`config.mk`:
```
export PLATFORM = sky130hd
export DESIGN_NAME = alignment_hit_filter_core
export DESIGN_NICKNAME = d
export VERILOG_FILES = /design/src/rtl/ahf_pkg.sv /design/src/rtl/alignment_hit_filter_core.sv /design/src/rtl/ahf_prep.sv /design/src/rtl/ahf_div_cell.sv
export VERILOG_INCLUDE_DIRS = /design/src /design/src/rtl
export SDC_FILE = /design/constraint.sdc
export NUM_CORES = 2
export LEC_CHECK = 0
export BUFFER_PORTS_ARGS = -buffer_cell sky130_fd_sc_hd__buf_2
export CAP_MARGIN = 20
export CORE_MARGIN = 5
export CORE_UTILIZATION = 56
export CTS_CLUSTER_SIZE = 8
export DETAILED_ROUTE_END_ITERATION = 8
export PLACE_DENSITY = 0.81
export SLEW_MARGIN = 30
export SYNTH_ARGS = -nofsm -noshare
export SYNTH_HDL_FRONTEND = slang
export SYNTH_SLANG_ARGS = --single-unit
```
`constraint.sdc`:
```
create_clock -name clk -period 10.2 [get_ports clk]
set_input_delay 1.02 -clock clk [delete_from_list [all_inputs] [get_ports clk]]
set_output_delay 1.02 -clock clk [all_outputs]
set_load 0.05 [all_outputs]
```
`src/rtl/alignment_hit_filter_core_macros.svh`:
```
// alignment_hit_filter_core_macros.svh: assertion macros for the hit filter
// expects signals clk and arst_n in the module that uses them
`ifndef ALIGNMENT_HIT_FILTER_CORE_MACROS_SVH
`define ALIGNMENT_HIT_FILTER_CORE_MACROS_SVH

// condition that must hold at every clock edge out of reset
`define AHF_ASSERT(label, cond, msg) \
	label: assert property (@(posedge clk) disable iff (!arst_n) (cond)) else $error(msg);

// implication checked in the same cycle
`define AHF_ASSERT_IMP(label, ante, cons, msg) \
	label: assert property (@(posedge clk) disable iff (!arst_n) (ante) |-> (cons)) \
		else $error(msg);

// implication checked in the next cycle
`define AHF_ASSERT_NEXT(label, ante, cons, msg) \
	label: assert property (@(posedge clk) disable iff (!arst_n) (ante) |=> (cons)) \
		else $error(msg);

`endif

```
`src/rtl/ahf_pkg.sv`:
```
// ahf_pkg: widths, codes, word types and helpers of the alignment hit filter
// no dependencies
`default_nettype none

package ahf_pkg;

	localparam int CB = 20;            // coordinate bits
	localparam int WB = CB + 1;        // overhang and overlap bits
	localparam int NB = CB + 7;        // span times one hundred
	localparam int DB = CB + 8;        // divisor shifted by eight
	localparam int QB = 9;             // quotient bits, top bit flags saturation
	localparam int IB = 7;             // identity bits
	localparam int SB = 20;            // score bits
	localparam int CW = ((WB > SB) ? WB : SB) + 1;  // signed compare width
	localparam int AW = 5;             // apb address bits

	localparam logic [NB-1:0] HUNDRED = NB'(100);
	localparam logic [WB-1:0] W_ONE = WB'(1);

	localparam logic [1:0] ST_PASS    = 2'd0;
	localparam logic [1:0] ST_REJECT  = 2'd1;
	localparam logic [1:0] ST_INVALID = 2'd2;

	typedef enum logic [2:0] {
		REG_MIN_IDENTITY,
		REG_MIN_COVERAGE,
		REG_MIN_OVERLAP,
		REG_MAX_OVERHANG,
		REG_MIN_SCORE
	} reg_idx_t;

	typedef struct packed {
		logic [CB-1:0] query_length;
		logic [CB-1:0] query_start;
		logic [CB-1:0] query_end;
		logic [CB-1:0] subject_length;
		logic [CB-1:0] subject_start;
		logic [CB-1:0] subject_end;
		logic [IB-1:0] identity;
		logic [SB-1:0] score;
	} hit_t;

	// hit with ordered ends
	typedef struct packed {
		logic          bad;
		logic          minus;
		logic [CB-1:0] qlen;
		logic [CB-1:0] slen;
		logic [CB-1:0] q_lo;
		logic [CB-1:0] q_hi;
		logic [CB-1:0] s_lo;
		logic [CB-1:0] s_hi;
		logic [CB-1:0] span_q;
		logic [CB-1:0] span_s;
		logic [IB-1:0] ident;
		logic [SB-1:0] score;
	} ord_t;

	// word travelling down the divider cells
	typedef struct packed {
		logic                 bad;
		logic                 minus;
		logic signed [WB-1:0] left;
		logic signed [WB-1:0] right;
		logic [WB-1:0]        overlap;
		logic [IB-1:0]        ident;
		logic [SB-1:0]        score;
		logic [NB-1:0]        rem;
		logic [DB-1:0]        dsh;
		logic [QB-1:0]        quo;
	} cell_t;

	function automatic logic signed [WB-1:0] smin(input logic signed [WB-1:0] a,
		input logic signed [WB-1:0] b);
		return (a < b) ? a : b;
	endfunction

endpackage

`default_nettype wire

```
`src/rtl/alignment_hit_filter_core.sv`:
```
// alignment_hit_filter_core: top level, config registers, divider chain, verdict
// depends on ahf_pkg, ahf_prep, ahf_div_cell and the assertion macro header
//
// Usage: one alignment hit enters on the input channel (in_valid/in_stall) as
// eight fields; one result word leaves on the output channel
// (out_valid/out_stall) for every hit, in order. The thresholds sit behind an
// APB port, registers at byte addresses 0, 4, 8, 12 and 16; write them only
// while no hit is in flight. pready is always high.
// Pipeline: a hit passes two front stages, nine division cells (one quotient
// bit each, the first flagging coverage of 256 or more) and the output
// register before its result shows on out_valid.
// Throughput: one hit per cycle while out_stall is low, set by the
// single-step division cells.
// Stall: every stage holds its word while the stage after it is full and held;
// empty stages keep filling, so in_stall rises only once all twelve stages
// hold a word and out_stall is high.
// Reset: all stages empty, thresholds return to identity 0, coverage 0,
// overlap 20, overhang 100000, score 0.
`default_nettype none
`include "alignment_hit_filter_core_macros.svh"

module alignment_hit_filter_core import ahf_pkg::*; (
	input  logic                 clk,
	input  logic                 arst_n,
	input  logic                 psel,
	input  logic                 penable,
	input  logic                 pwrite,
	input  logic [AW-1:0]        paddr,
	input  logic [31:0]          pwdata,
	output logic [31:0]          prdata,
	output logic                 pready,
	input  logic                 in_valid,
	output logic                 in_stall,
	input  logic [CB-1:0]        query_length,
	input  logic [CB-1:0]        query_start,
	input  logic [CB-1:0]        query_end,
	input  logic [CB-1:0]        subject_length,
	input  logic [CB-1:0]        subject_start,
	input  logic [CB-1:0]        subject_end,
	input  logic [IB-1:0]        identity,
	input  logic [SB-1:0]        score,
	output logic                 out_valid,
	input  logic                 out_stall,
	output logic [1:0]           status,
	output logic                 reverse_strand,
	output logic signed [WB-1:0] overhang_left,
	output logic signed [WB-1:0] overhang_right,
	output logic [WB-1:0]        overlap_length,
	output logic [7:0]           coverage
);

	logic [IB-1:0] min_identity_q;
	logic [7:0]    min_coverage_q;
	logic [20:0]   min_overlap_q;
	logic [19:0]   max_overhang_q;
	logic [SB-1:0] min_score_q;
	logic          wr_en;
	reg_idx_t      reg_idx;

	hit_t  hit;
	logic  prep_ready;
	logic  chain_valid [QB+1];
	logic  chain_ready [QB+1];
	cell_t chain_item  [QB+1];

	logic                 out_ready;
	logic                 out_valid_q;
	cell_t                fin;
	logic [7:0]           cov;
	logic                 pass;
	logic signed [CW-1:0] lim;

	// configuration port
	assign pready  = 1'b1;
	assign wr_en   = psel && penable && pwrite && pready;
	assign reg_idx = reg_idx_t'(paddr[AW-1:2]);

	always_ff @(posedge clk or negedge arst_n) begin
		if (!arst_n) begin
			min_identity_q <= '0;
			min_coverage_q <= '0;
			min_overlap_q  <= 21'd20;
			max_overhang_q <= 20'd100000;
			min_score_q    <= '0;
		end else if (wr_en) begin
			case (reg_idx)
				REG_MIN_IDENTITY: min_identity_q <= pwdata[IB-1:0];
				REG_MIN_COVERAGE: min_coverage_q <= pwdata[7:0];
				REG_MIN_OVERLAP:  min_overlap_q  <= pwdata[20:0];
				REG_MAX_OVERHANG: max_overhang_q <= pwdata[19:0];
				REG_MIN_SCORE:    min_score_q    <= pwdata[SB-1:0];
				default: ;
			endcase
		end
	end

	always_comb begin
		case (reg_idx)
			REG_MIN_IDENTITY: prdata = 32'(min_identity_q);
			REG_MIN_COVERAGE: prdata = 32'(min_coverage_q);
			REG_MIN_OVERLAP:  prdata = 32'(min_overlap_q);
			REG_MAX_OVERHANG: prdata = 32'(max_overhang_q);
			REG_MIN_SCORE:    prdata = 32'(min_score_q);
			default:          prdata = '0;
		endcase
	end

	// front stages
	always_comb begin
		hit.query_length   = query_length;
		hit.query_start    = query_start;
		hit.query_end      = query_end;
		hit.subject_length = subject_length;
		hit.subject_start  = subject_start;
		hit.subject_end    = subject_end;
		hit.identity       = identity;
		hit.score          = score;
	end

	ahf_prep u_prep (
		.clk        (clk),
		.arst_n     (arst_n),
		.up_valid   (in_valid),
		.up_ready   (prep_ready),
		.up_hit     (hit),
		.down_ready (chain_ready[0]),
		.down_valid (chain_valid[0]),
		.down_item  (chain_item[0])
	);

	assign in_stall = !prep_ready;

	// division cells, most significant quotient bit first
	for (genvar i = 0; i < QB; i++) begin : g_cell
		ahf_div_cell u_cell (
			.clk        (clk),
			.arst_n     (arst_n),
			.up_valid   (chain_valid[i]),
			.up_ready   (chain_ready[i]),
			.up_item    (chain_item[i]),
			.down_ready (chain_ready[i+1]),
			.down_valid (chain_valid[i+1]),
			.down_item  (chain_item[i+1])
		);
	end

	// verdict and output register
	assign out_ready       = !out_valid_q || !out_stall;
	assign chain_ready[QB] = out_ready;
	assign fin             = chain_item[QB];

	always_comb begin
		cov  = fin.quo[QB-1] ? 8'hFF : fin.quo[7:0];
		lim  = $signed(CW'(max_overhang_q));
		pass = (cov >= min_coverage_q) && (fin.ident >= min_identity_q) &&
			(CW'(fin.overlap) >= CW'(min_overlap_q)) && (fin.score >= min_score_q) &&
			(CW'(fin.left) <= lim) && (CW'(fin.right) <= lim);
	end

	always_ff @(posedge clk or negedge arst_n) begin
		if (!arst_n) begin
			out_valid_q <= 1'b0;
		end else if (out_ready) begin
			out_valid_q <= chain_valid[QB];
		end
	end

	always_ff @(posedge clk) begin
		if (out_ready && chain_valid[QB]) begin
			if (fin.bad) begin
				status         <= ST_INVALID;
				reverse_strand <= 1'b0;
				overhang_left  <= '0;
				overhang_right <= '0;
				overlap_length <= '0;
				coverage       <= '0;
			end else begin
				status         <= pass ? ST_PASS : ST_REJECT;
				reverse_strand <= fin.minus;
				overhang_left  <= fin.left;
				overhang_right <= fin.right;
				overlap_length <= fin.overlap;
				coverage       <= cov;
			end
		end
	end

	assign out_valid = out_valid_q;

	// an empty output register lets the whole chain move
	`AHF_ASSERT_IMP(a_empty_no_stall, !out_valid_q, !in_stall, "input stalled with empty output")
	`AHF_ASSERT_IMP(a_invalid_zero, out_valid_q && (status == ST_INVALID),
		!reverse_strand && (overlap_length == '0) && (coverage == '0) &&
		(overhang_left == '0) && (overhang_right == '0), "invalid word carries data")
	`AHF_ASSERT_IMP(a_pass_thresholds, out_valid_q && (status == ST_PASS),
		(coverage >= min_coverage_q) && (CW'(overlap_length) >= CW'(min_overlap_q)) &&
		(CW'(overhang_left) <= lim) && (CW'(overhang_right) <= lim),
		"passing word misses a threshold")
	`AHF_ASSERT(a_status_code, !out_valid_q || (status == ST_PASS) || (status == ST_REJECT) || (status == ST_INVALID), "undefined status code")
	`AHF_ASSERT_NEXT(a_taken_refill, out_valid_q && !out_stall && !chain_valid[QB],
		!out_valid_q, "output word repeated")

endmodule

`default_nettype wire

```
`src/rtl/ahf_prep.sv`:
```
// ahf_prep: two front stages, end ordering then overhangs, overlap and dividend
// depends on ahf_pkg
`default_nettype none

module ahf_prep import ahf_pkg::*; (
	input  logic  clk,
	input  logic  arst_n,
	input  logic  up_valid,
	output logic  up_ready,
	input  hit_t  up_hit,
	input  logic  down_ready,
	output logic  down_valid,
	output cell_t down_item
);

	logic  v_s1, v_s2;
	logic  ready_s1, ready_s2;
	logic  q_swap, s_swap;
	ord_t  ord_d, ord_s1;
	cell_t item_d, item_s2;

	logic signed [WB-1:0] q_lo_m1, s_lo_m1, qlen_m_hi, slen_m_hi;
	logic [CB-1:0] span_max, span_sel, den;

	assign ready_s2 = !v_s2 || down_ready;
	assign ready_s1 = !v_s1 || ready_s2;
	assign up_ready = ready_s1;

	always_comb begin
		q_swap = up_hit.query_start > up_hit.query_end;
		s_swap = up_hit.subject_start > up_hit.subject_end;
		ord_d.bad = (up_hit.query_start == up_hit.query_end) ||
			(up_hit.subject_start == up_hit.subject_end) ||
			(up_hit.query_length == '0) || (up_hit.subject_length == '0);
		ord_d.minus = q_swap ^ s_swap;
		ord_d.qlen = up_hit.query_length;
		ord_d.slen = up_hit.subject_length;
		ord_d.q_lo = q_swap ? up_hit.query_end : up_hit.query_start;
		ord_d.q_hi = q_swap ? up_hit.query_start : up_hit.query_end;
		ord_d.s_lo = s_swap ? up_hit.subject_end : up_hit.subject_start;
		ord_d.s_hi = s_swap ? up_hit.subject_start : up_hit.subject_end;
		ord_d.span_q = q_swap ? (up_hit.query_start - up_hit.query_end) :
			(up_hit.query_end - up_hit.query_start);
		ord_d.span_s = s_swap ? (up_hit.subject_start - up_hit.subject_end) :
			(up_hit.subject_end - up_hit.subject_start);
		ord_d.ident = up_hit.identity;
		ord_d.score = up_hit.score;
	end

	always_comb begin
		q_lo_m1   = $signed({1'b0, ord_s1.q_lo}) - $signed(W_ONE);
		s_lo_m1   = $signed({1'b0, ord_s1.s_lo}) - $signed(W_ONE);
		qlen_m_hi = $signed({1'b0, ord_s1.qlen}) - $signed({1'b0, ord_s1.q_hi});
		slen_m_hi = $signed({1'b0, ord_s1.slen}) - $signed({1'b0, ord_s1.s_hi});
		span_max  = (ord_s1.span_q > ord_s1.span_s) ? ord_s1.span_q : ord_s1.span_s;
		// query is the shorter one only when strictly shorter
		if (ord_s1.slen > ord_s1.qlen) begin
			span_sel = ord_s1.span_q;
			den      = ord_s1.qlen;
		end else begin
			span_sel = ord_s1.span_s;
			den      = ord_s1.slen;
		end
		item_d.bad   = ord_s1.bad;
		item_d.minus = ord_s1.minus;
		if (ord_s1.minus) begin
			item_d.right = smin(q_lo_m1, slen_m_hi);
			item_d.left  = smin(s_lo_m1, qlen_m_hi);
		end else begin
			item_d.right = smin(slen_m_hi, qlen_m_hi);
			item_d.left  = smin(s_lo_m1, q_lo_m1);
		end
		item_d.overlap = {1'b0, span_max} + W_ONE;
		item_d.ident   = ord_s1.ident;
		item_d.score   = ord_s1.score;
		item_d.rem     = NB'(span_sel) * HUNDRED;
		item_d.dsh     = {den, 8'b0};
		item_d.quo     = '0;
	end

	always_ff @(posedge clk or negedge arst_n) begin
		if (!arst_n) begin
			v_s1 <= 1'b0;
			v_s2 <= 1'b0;
		end else begin
			if (ready_s1) v_s1 <= up_valid;
			if (ready_s2) v_s2 <= v_s1;
		end
	end

	always_ff @(posedge clk) begin
		if (ready_s1 && up_valid) ord_s1 <= ord_d;
		if (ready_s2 && v_s1) item_s2 <= item_d;
	end

	assign down_valid = v_s2;
	assign down_item  = item_s2;

endmodule

`default_nettype wire

```
`src/rtl/ahf_div_cell.sv`:
```
// ahf_div_cell: one restoring division step on the coverage dividend
// depends on ahf_pkg
`default_nettype none

module ahf_div_cell import ahf_pkg::*; (
	input  logic  clk,
	input  logic  arst_n,
	input  logic  up_valid,
	output logic  up_ready,
	input  cell_t up_item,
	input  logic  down_ready,
	output logic  down_valid,
	output cell_t down_item
);

	logic  v_q;
	logic  ge;
	cell_t nxt;
	cell_t item_q;

	assign up_ready = !v_q || down_ready;

	always_comb begin
		nxt = up_item;
		ge  = {1'b0, up_item.rem} >= up_item.dsh;
		if (ge) nxt.rem = NB'({1'b0, up_item.rem} - up_item.dsh);
		nxt.quo = {up_item.quo[QB-2:0], ge};
		nxt.dsh = up_item.dsh >> 1;
	end

	always_ff @(posedge clk or negedge arst_n) begin
		if (!arst_n) begin
			v_q <= 1'b0;
		end else if (up_ready) begin
			v_q <= up_valid;
		end
	end

	always_ff @(posedge clk) begin
		if (up_ready && up_valid) item_q <= nxt;
	end

	assign down_valid = v_q;
	assign down_item  = item_q;

endmodule

`default_nettype wire
```
-- After elaboration in Yosys (flattened, before gate mapping)
Index checks and enable logic that the tools add are counted.
- add/subtract/negate cells: 17
- multiply operators: 1
- $lt $le $gt $ge: 23
- eq/ne operators: 6
- muxes and demuxes: 25
- bitwise logic cells: 1
- reduce and logical (&&, ||, !) cells: 56
- operators by type and width (kind ; number):
    27-bit two-way mux ; 8
    20-bit two-way mux ; 9
    21-bit one-hot mux with 5 select lines ; 1
    21-bit < comparator ; 4
    21-bit two-way mux ; 4
    20-bit greater-than comparator ; 4
    20-bit subtractor ; 4
    27-bit subtractor ; 2
    21-bit less-or-equal comparator ; 2
    42-bit two-way mux ; 1
    20-bit by 1-bit subtractor with 21-bit output, second input constant ; 2
    20-bit by 20-bit subtractor with 21-bit output ; 2
    20-bit == test ; 2
    20-bit zero test ; 2
    27-bit by 28-bit greater-or-equal comparator with 1-bit output ; 1
    27-bit by 20-bit greater-or-equal comparator with 1-bit output ; 1
    27-bit by 21-bit greater-or-equal comparator with 1-bit output ; 1
    27-bit by 22-bit greater-or-equal comparator with 1-bit output ; 1
    27-bit by 23-bit greater-or-equal comparator with 1-bit output ; 1
    27-bit by 24-bit greater-or-equal comparator with 1-bit output ; 1
    27-bit by 25-bit greater-or-equal comparator with 1-bit output ; 1
    27-bit by 26-bit greater-or-equal comparator with 1-bit output ; 1
    27-bit greater-or-equal comparator ; 1
    27-bit by 21-bit subtractor with 27-bit output ; 1
    other kinds (22) ; 72
- register bits: 1737
- bits of input ports: 191

-- Depth between registers and ports, before layout
- depth after elaboration: 14
- gate-level depth with buffers: 27
- depth with buffers taken out: 26

-- Cells and area by module
A second synthesis with hierarchy kept.
- cells, all modules: 7419
- area total of the unflattened synthesis: 94793.4 µm²
- by module, submodules not included (module ; times used ; cells an instance ; area an instance (µm²)):
    ahf_div_cell at g_cell[0].u_cell ... ; 5 ; 450 ; 6857.8
    ahf_prep ; 1 ; 2660 ; 25816.0
    ahf_div_cell at g_cell[2].u_cell ... ; 3 ; 413 ; 6491.2
    alignment_hit_filter_core ; 1 ; 828 ; 8560.7
    ahf_div_cell at g_cell[5].u_cell ; 1 ; 442 ; 6653.9

-- Least setup slack after synthesis
OpenSTA, ideal clock, no wires.
- path kind: input to register
- start point: input port out_stall
- end point: register u_prep.ord_s1 (netlist bit u_prep.item_d[154]), enable pin
- arrival: 10.416 ns
- setup slack: -0.975 ns
- cell stages on the path: 8
- path buffers: 0
- cells stage by stage: nand4_1 > inv_1 > and3_1 > and2_1 > and3_1 > nand4_1 > nor2_1 > nor2b_1
- longest elaborated chain between the ends: 14
- RTL lines (element ; RTL line ; RTL):
    start: declaration ; alignment_hit_filter_core.sv:43 ; input logic out_stall,
    1-bit zero test ; alignment_hit_filter_core.sv:148 ; assign out_ready = !out_valid_q || !out_stall;
    1-bit logical OR ; alignment_hit_filter_core.sv:148 ;
    1-bit logical OR (9 in a row) ; ahf_div_cell.sv:21 ; assign up_ready = !v_q || down_ready;
    1-bit logical OR ; ahf_prep.sv:25 ; assign ready_s2 = !v_s2 || down_ready;
    1-bit logical OR ; ahf_prep.sv:26 ; assign ready_s1 = !v_s1 || ready_s2;
    1-bit logical AND ; ahf_prep.sv:92 ; if (ready_s1 && up_valid) ord_s1 <= ord_d;
    end signal: assignment ; ahf_prep.sv:92 ;
    end: declaration ; ahf_prep.sv:19 ; ord_t ord_d, ord_s1;
Every way passes these cells.
A chain may end at the register's enable or synchronous reset.

==> results_dict.tcl <==
set metrics [dict create \
    status "complete, no violations" \
    cts_buffers 234 \
    die_w_um 393 \
    top_usage_layer "met2" \
    drt-total-wl_um 200000 \
    grt_start_max_net_pins 172 \
    synth_fa_ha_area_frac 0.0955 \
    grt_pass1_vias 51300 \
    synth_seq_cells 1722 \
    async_flop_share 0.0511 \
    ys_warn_count 0 \
    via_count 51200 \
    period_minus_slack_ns 7.00 \
    drc 0 \
    rsz0062_at_grt "false" \
    avgSynthCellArea_um2 13.3 \
    synth-compound-area-share 0.0925 \
    regArea_um2 51300 \
    drive_gt1_frac 0.127 \
    synthCells 6188 \
    slew_violations 0 \
    coreArea_um2 146000 \
    hold_violations 0 \
    ys_seq_area_frac 0.625 \
    holdWs_ns 0.326 \
    post-route-util 0.634 \
    worst_ir_drop_vdd_uv 213 \
    layout.nets 7406 \
    tightest_slew_ns 1.09 \
    clockPowerShare 0.255 \
    seqPwrFrac 0.409 \
    finalSetupViolations 0 \
    wire_per_inst_um 23.3 \
    synth_edf_count 1634 \
    worstPathRequired_ns 10.75 \
    num-fill-cells 10200 \
    drtAntennaViolNets 0 \
    cts_tree "yes" \
    cts.htree.levels 4 \
    drt-vias-per-instance 5.95 \
    worst_slack_ns 3.20 \
    endpoint_kind "flip-flop" \
    synthesis.area_um2 82100 \
    synth_top_family_by_area "adder cells" \
    fp.dieH_um 393 \
    use_met2 0.433 \
    track_usage 0.259 \
    pre_cts_ws_ns 3.31 \
    multi_input_area_um2 27900 \
    final_cell_mix "edfxtp_1, inv_1, ha_1" \
    path_max_fanout 52 \
    path_clk_slew_ns 0.05 \
    final.setup.tns_ns 0 \
    p_sw_w 0.00941 \
    cp-start-kind "flip-flop" \
    maxClockFrequency_ghz 0.143 \
    muxShareOfSynthArea 0.0438 \
    max_cap_viol_count 0 \
    clock_latency_ns 0.87 \
    fin_skew_ns 0.103 \
    start_util 0.563 \
    overflow 0 \
    clock_sinks 1722 \
    dr.first_iter.drc_count 4643 \
    cp.arrival_ns 7.55 \
    power_w 0.0276 \
    drt_first_pass_iters 6 \
    dp_hpwl_um 141000 \
    synth_cell_types 91 \
    crit_type "reg -> reg" \
    internal_power_w 0.0182 \
    total_leakage_power_nw 37.3 \
    synth_area_leader_cell "edfxtp_1" \
    grt_util_met1 0.336 \
    port_buffers 274 \
    cellPowerDensity_nw_per_um2 299 \
    min_period_over_period 0.686 \
    area_growth_pct 12.5 \
    use_met3 0.0413 \
    p_sw_frac 0.341 \
    post_cts_buffers 0 \
    ctsLongestPathBuffers 3 \
    synth_ff_type "edfxtp_1" \
    grt_pass1_wl_um 304000 \
    rows 140 \
    gp_congestion 1.00 \
    slew_headroom 0.274 \
    dieArea_um2 154000 \
    grt_antenna_before_repair 12 \
    synth_top_area_frac 0.598 \
    combinationalPowerShare 0.336 \
    io_pins 300 \
    final_common_cell "edfxtp_1" \
    hold_class "in -> reg" \
    yosys.area_share.simple 0.0773 \
    synthTopCellsByArea "edfxtp_1, ha_1, inv_1" \
    cts_root_buf "clkbuf_16" \
    synth-xor-area-share 0.0288 \
]
critical path: stages (launching register included):
cell and delay [ns]:
edfxtp_1 0.46, inv_1 0.09, ha_1 0.24, a21o_1 0.16, a21o_1 0.17, a21o_1 0.16, a21o_1 0.17, a21o_1 0.17
a21o_1 0.17, a2111oi_0 0.66, nor2_4 0.18, buf_4 0.38, mux2_2 0.43, ha_1 0.31, ha_1 0.27, inv_1 0.05
fa_1 0.50, inv_1 0.04, ha_1 0.33, nor2b_1 0.14, o21ai_0 0.19, a21oi_1 0.14, o211ai_1 0.30, a31oi_1 0.19
a221oi_1 0.42, a21oi_1 0.13, nor2_1 0.13, xnor2_1 0.09
power by group through the flow:
stage	clock [W]	combinational [W]	sequential, W
global placement	0	0.00861	0.0112
global route	0.00745	0.0102	0.0114
floorplan	0	0.00661	0.0113
CTS	0.00712	0.00917	0.0113
finish	0.00704	0.00928	0.0113
detailed placement	0	0.00893	0.0113
metrics by stage:
| stage | cell area [um^2] | instances |
|---|---|---|
| finish | 92400 | 8606 |
| global route | 92400 | 8602 |
| CTS | 92300 | 8600 |
| detailed placement | 85700 | 8284 |
| global placement | 85700 | 8284 |
| floorplan | 82100 | 6198 |
cell usage after synthesis, drive strengths merged, types with 22 or more instances:
cell type and number:
fa 29, nor4 38, and3 38, xnor2 168, a21oi 305, ha 580, clkbuf 78, o21a 60
xor2 102, and2 30, nand2b 62, o21ai 325, inv 641, nand4 76, buf 66, dfrtp 80
mux2 201, nor3 89, mux2i 133, edfxtp 1634, o31ai 22, a211oi 44, nor2b 129, nand3 73
a31oi 36, o21bai 27, nor2 288, or3 31, nand2 339, a21o 171
flip-flops by register name (all words and copies together) (netlist names):
signal,flops
max_overhang_q,20
out_valid,1
overhang_right,21
u_prep.item_d,29
overhang_left,21
reverse_strand,1
u_prep.down_valid,1
min_score_q,20
u_prep.v_s1,1
u_prep.ord_s1,160
status,2
min_coverage_q,8
overlap_length,21
u_prep.down_item,137
min_identity_q,7
coverage,8
min_overlap_q,21
g_cell.u_cell.down_item,1234
g_cell.u_cell.down_valid,9
final cells by class:
class                           count  share of cell area
Antenna cell                        4            0.000108
Clock buffer                      295              0.0659
Clock inverter                     20             0.00523
Inverter                          641              0.0260
Multi-Input combinational cell   3691               0.302
Sequential cell                  1722               0.555
Tap cell                         1917              0.0260
Timing Repair Buffer              316              0.0192
timing repair:
action / 4_1_cts / 5_1_grt
resized for setup: 0 / 0
setup endpoints to repair: 0 / 0
hold buffers: 1 / 0
endpoints found under the hold margin: 6 / 0
cell families (layout without fill, tap and decap cells):
logic type | count (synthesis) | count (layout)
AO/OA/AOI/OAI | 1193 | 1193
XOR/XNOR | 270 | 270
adder cells (fa/ha/maj) | 609 | 609
buffers and inverters | 785 | 1272
flip-flops | 1722 | 1722
multiplexers | 334 | 334
other | 2 | 16
AND/OR/NAND/NOR | 1273 | 1273
final timing paths:
| check | from | to | slack, ns | cells past startpoint |
|---|---|---|---|---|
| worst max-delay path | u_prep.ord_s1[172] | u_prep.down_item[63] | 3.20 | 27 |
| worst min-delay path | score[1] | u_prep.item_d[65] | 0.33 | 1 |
| worst max register to register | u_prep.ord_s1[172] | u_prep.down_item[63] | 3.20 | 27 |
| worst min register to register | g_cell[3].u_cell.down_item[150] | g_cell[4].u_cell.down_item[150] | 0.38 | 0 |
| max in group asynchronous | arst_n | max_overhang_q[16] | 8.57 | 4 |
| min in group asynchronous | arst_n | min_identity_q[3] | 0.59 | 2 |
metal layers:
metal  wire length, um  vias to the layer above  share of wire
met2             96700                     2439           0.48
met5                51                        -        0.00025
met1             79300                    24700           0.40
met4             10100                        8          0.050
met3             14300                      504          0.071
li1                  -                    23500              -
Note: power is estimated with default switching activity, not from simulation.
